`src/hw/rtl/vdf_mul.sv`:
```
module vdf_mul (
    input  logic               i_clk,
    input  logic signed [32:0] i_a,
    input  logic signed [32:0] i_b,
    output logic signed [65:0] o_prod
);
    logic signed [65:0] r_prod;

    always_ff @(posedge i_clk) begin
        r_prod <= i_a * i_b;
    end

    assign o_prod = r_prod;
endmodule

```
`config.mk`:
```
export PLATFORM = sky130hd
export DESIGN_NAME = vdf_mul
export DESIGN_NICKNAME = d
export VERILOG_FILES = /design/src/hw/rtl/vdf_mul.sv
export SDC_FILE = /design/constraint.sdc
export NUM_CORES = 2
export LEC_CHECK = 0
export ABC_CLOCK_PERIOD_IN_PS = 9200
export BUFFER_PORTS_ARGS = -buffer_cell sky130_fd_sc_hd__buf_2
export CAP_MARGIN = 20
export CELL_PAD_IN_SITES_DETAIL_PLACEMENT = 1
export CELL_PAD_IN_SITES_GLOBAL_PLACEMENT = 1
export CORE_UTILIZATION = 47
export CTS_CLUSTER_DIAMETER = 100
export CTS_CLUSTER_SIZE = 28
export DETAILED_ROUTE_END_ITERATION = 7
export PLACE_DENSITY = 0.79
export SETUP_SLACK_MARGIN = 0.05
export SLEW_MARGIN = 20
export SYNTH_ARGS = -nofsm -noshare
export SYNTH_HDL_FRONTEND = slang
export SYNTH_SLANG_ARGS = --single-unit
```
`constraint.sdc`:
```
create_clock -name i_clk -period 9.2 [get_ports i_clk]
set_input_delay 1.84 -clock i_clk [delete_from_list [all_inputs] [get_ports i_clk]]
set_output_delay 1.84 -clock i_clk [all_outputs]
set_load 0.03 [all_outputs]
```
======== Word level (Yosys, flattened, before mapping) ========
Cells that the tools add are included.
operators by class
  multiply operators ...................... 1
operators by type and width
  kind              count
  $mul A33 B33 Y66  1
storage, ports and cells
  output and inout port bits .............. 66
  register bits after elaboration ......... 66
  logic and storage cells ................. 2
  input bits .............................. 67

======== Logic depth before layout (Yosys ltp) ========
  depth in word-level cells ............... 1
  mapped depth ............................ 27
  depth with buffers taken out ............ 26

======== Worst setup path before layout ========
No wires, ideal clock.
  path kind ............................... input to register
  start ................................... input i_a[32]
  end ..................................... register r_prod[62], in the netlist o_prod[62]
  path slack .............................. 0.124 ns
  path buffers ............................ 2
  arrival ................................. 8.997 ns
  stages .................................. 23
  cell sequence ........................... clkbuf_1 > nand2_1 > inv_1 > fa_1 > fa_1 > fa_1 > fa_1 > fa_1 > fa_1 > fa_1 > inv_1 > fa_1 > inv_1 > ha_1 > clkbuf_1 > and3_1 > nand3_1 > nand2b_1 > a2111oi_4 > a211oi_4 > a21o_2 > a21o_1 > a211oi_2
between the ends
  word-level cells in the longest chain between the ends .. 1
ends and longest elaborated chain
  what                  line  RTL
  start, declared       3     input logic signed [32:0] i_a,
  $mul A33 B33 Y66      10    r_prod <= i_a * i_b;
  end signal, assigned  10
  end, declared         7     logic signed [65:0] r_prod;
Every way passes these cells.

======== Final worst setup path ========
  start ................................... input i_a[21]
  end ..................................... register r_prod[53], in the netlist o_prod[53]
Same word-level chain as after synthesis.

==> results.json <==
{
  "die-area_um2": 87900,
  "hold_path_class": "in -> reg",
  "drtIter0Drc": 1767,
  "setup_violations": 0,
  "synth-seq-cells": 66,
  "timing.slew.headroom_pct": 57.3,
  "nNetsFinal": 5972,
  "largest_reg_flops": 66,
  "path_clk_slew_ns": 0.07,
  "yosysSeqAreaShare_pct": 3.24,
  "clockRootBuffer": "clkbuf_16",
  "die_w_um": 296,
  "synth_edf_count": 0,
  "ys_async_sr_fraction_pct": 0,
  "row_count": 107,
  "max_freq_mhz": 112,
  "die_h_um": 296,
  "synth_top_area_cell": "fa_1",
  "postSynthCellCount": 4338,
  "drt-wirelength-per-cell_um": 23.5,
  "fill_cells": 9743,
  "synth_area_leaders": "fa_1 56%, inv_1 10%, and2_1 8.6%",
  "avgSynthCellArea_um2": 9.39,
  "dp_hpwl_um": 119000,
  "finalCritPeriodShare_pct": 97.0,
  "yosys.area.top_type_share_pct": 56.3,
  "wl_met2_um": 68600,
  "rsz0062_at_grt": "false",
  "cp_data_arrival_time_ns": 9.24,
  "ys.flop_type": "dfxtp_1",
  "cp_max_fo": 14,
  "wl_um": 134000,
  "maxUsedRoutingLayer": "met5",
  "fin_crit_ns": 8.93,
  "core_area_um2": 85500,
  "final_max_slew_viol_count": 0,
  "ant_nets": 0,
  "cts_tree": "built",
  "vias": 30300,
  "whs_ns": 2.13,
  "status": "finished clean",
  "grt_start_max_net_pins": 33,
  "timing.critical_path.slowest_cell_delay_ns": 0.71,
  "grt-ovfl-total": 0,
  "cp-start-kind": "input pin",
  "required_ns": 9.51,
  "drc": 0,
  "dr_wl_met3_um": 8360,
  "port_buffers": 132,
  "end_kind": "flop",
  "cts_buffers": 9,
  "cts_setup_buffers": 0,
  "yosysWarnings": 0,
  "syn_area_um2": 40700,
  "crit_type": "in -> reg",
  "cpMostUsedCell": "fa_1",
  "grt_use_total_pct": 32.5,
  "hold_viol": 0,
  "ios": 133,
  "max-cap-violations": 0,
  "finish.utilization_pct": 52.5,
  "antenna_found_initial": 8,
  "place.gp.congestion": 0.947,
  "met1_length_um": 50200,
  "worstMarginPinSlew_ns": 0.639,
  "htreeDepth": 3,
  "grt_pass1_vias": 35800,
  "viasPerCell": 5.31,
  "firstDrtPassIters": 5,
  "ys_types": 80,
  "syn_nets": 5767,
  "initial_core_util_pct": 47.6,
  "drive_above_1_share_pct": 10.5,
  "cp_slowest_cell": "fa_2",
  "grt_pass1_wl_um": 213000,
  "cts_sinks": 66,
  "syn_to_final_growth_pct": 10.2,
  "ctsLongestPathBuffers": 2
}
## critical path, delay by kind of cell
| kind | cells | cell delay, ns |
|---|---|---|
| AO/OA/AOI/OAI | 6 | 1.35 |
| XOR/XNOR | 1 | 0.14 |
| adder cells (fa/ha/maj) | 9 | 4.65 |
| buffers and inverters | 7 | 0.92 |
| AND/OR/NAND/NOR | 2 | 0.32 |
## metrics by stage
| stage | cell area, um^2 | std cells | TNS (ns) | setup WS (ns) |
|---|---|---|---|---|
| 2_1_floorplan | 40700 | 4338 | 0 | 0.124 |
| 3_3_place_gp | 44500 | 5676 | -0.234 | -0.221 |
| 3_5_place_dp | 44500 | 5676 | -2.16 | -0.253 |
| 4_1_cts | 44800 | 5692 | 0 | 0.0897 |
| 5_1_grt | 44900 | 5695 | 0 | 0.0525 |
| 6_report | 44900 | 5698 | 0 | 0.273 |
## metal layers
metal	vias up	track usage, %
li1	12700	-
met1	16300	39.3
met2	885	56.4
met3	307	6.24
met4	6	14.3
met5	-	0
## final timing paths
kind                 from    endpoint  cells past startpoint
setup / recovery  i_a[21]  o_prod[53]                     25
hold / removal     i_a[1]   o_prod[1]                      3
## placed cells by master, fill, tap and decap left out, drive strengths merged, types with 3 or more instances in the layout
master / instances
and2: 563
a21oi: 61
o31ai: 7
and3: 6
nand2b: 12
nand4: 12
o211ai: 5
o21bai: 11
o21a: 6
a31oi: 9
a211o: 6
dfxtp: 66
clkbuf: 26
and4: 5
a21boi: 3
fa: 1145
nor4: 3
nand3: 26
a221oi: 3
xor2: 25
o21ai: 33
ha: 217
nor2: 68
xnor2: 43
a21o: 38
or2: 3
nand2: 551
inv: 1131
nor3: 7
or3: 3
buf: 400
nor2b: 5
a211oi: 11
diode: 6
## kinds of logic after synthesis
logic type | synth area share (%)
adders and majority gates | 62.9
buffers and inverters | 12.5
and+or+nand+nor | 15.8
AOI/OAI and AO/OA | 4.07
xor gates and xnor gates | 1.46
DFF | 3.24
## Yosys cell counts, types with 3 or more instances
cell type,n
a211o_1,6
a211oi_1,7
a211oi_2,3
a21o_1,36
a21oi_1,57
a21oi_2,3
a31oi_1,8
and2_1,562
and3_1,5
and4_1,5
buf_2,11
clkbuf_1,208
dfxtp_1,66
fa_1,1145
ha_1,217
inv_1,1131
nand2_1,551
nand2b_1,12
nand3_1,25
nand4_1,11
nor2_1,68
nor2b_1,5
nor3_1,7
o211ai_1,4
o21a_1,6
o21ai_0,25
o21ai_1,6
o21bai_1,11
o31ai_4,3
or2_2,3
or3_1,3
xnor2_1,43
xor2_1,25
## what timing repair did
action,4_1_cts,5_1_grt
hold endpoints to repair,0,0
resized for setup,0,29
setup endpoints to repair,0,16
hold buffers,0,0
## area by class of cell
cell class | instances | area (um^2) | share of cell area [%]
multi-input cells | 2920 | 34400 | 76.6
inverters | 1131 | 4250 | 9.46
repair buffers | 415 | 3210 | 7.16
well taps | 1144 | 1430 | 3.19
flip-flops and latches | 66 | 1320 | 2.94
clock buffers | 11 | 233 | 0.519
clock inverters | 5 | 55.1 | 0.123
diodes | 6 | 15.0 | 0.0335
Power is not shown: default switching activity piles up to over one toggle a cycle in this logic, so the estimate is an artifact.
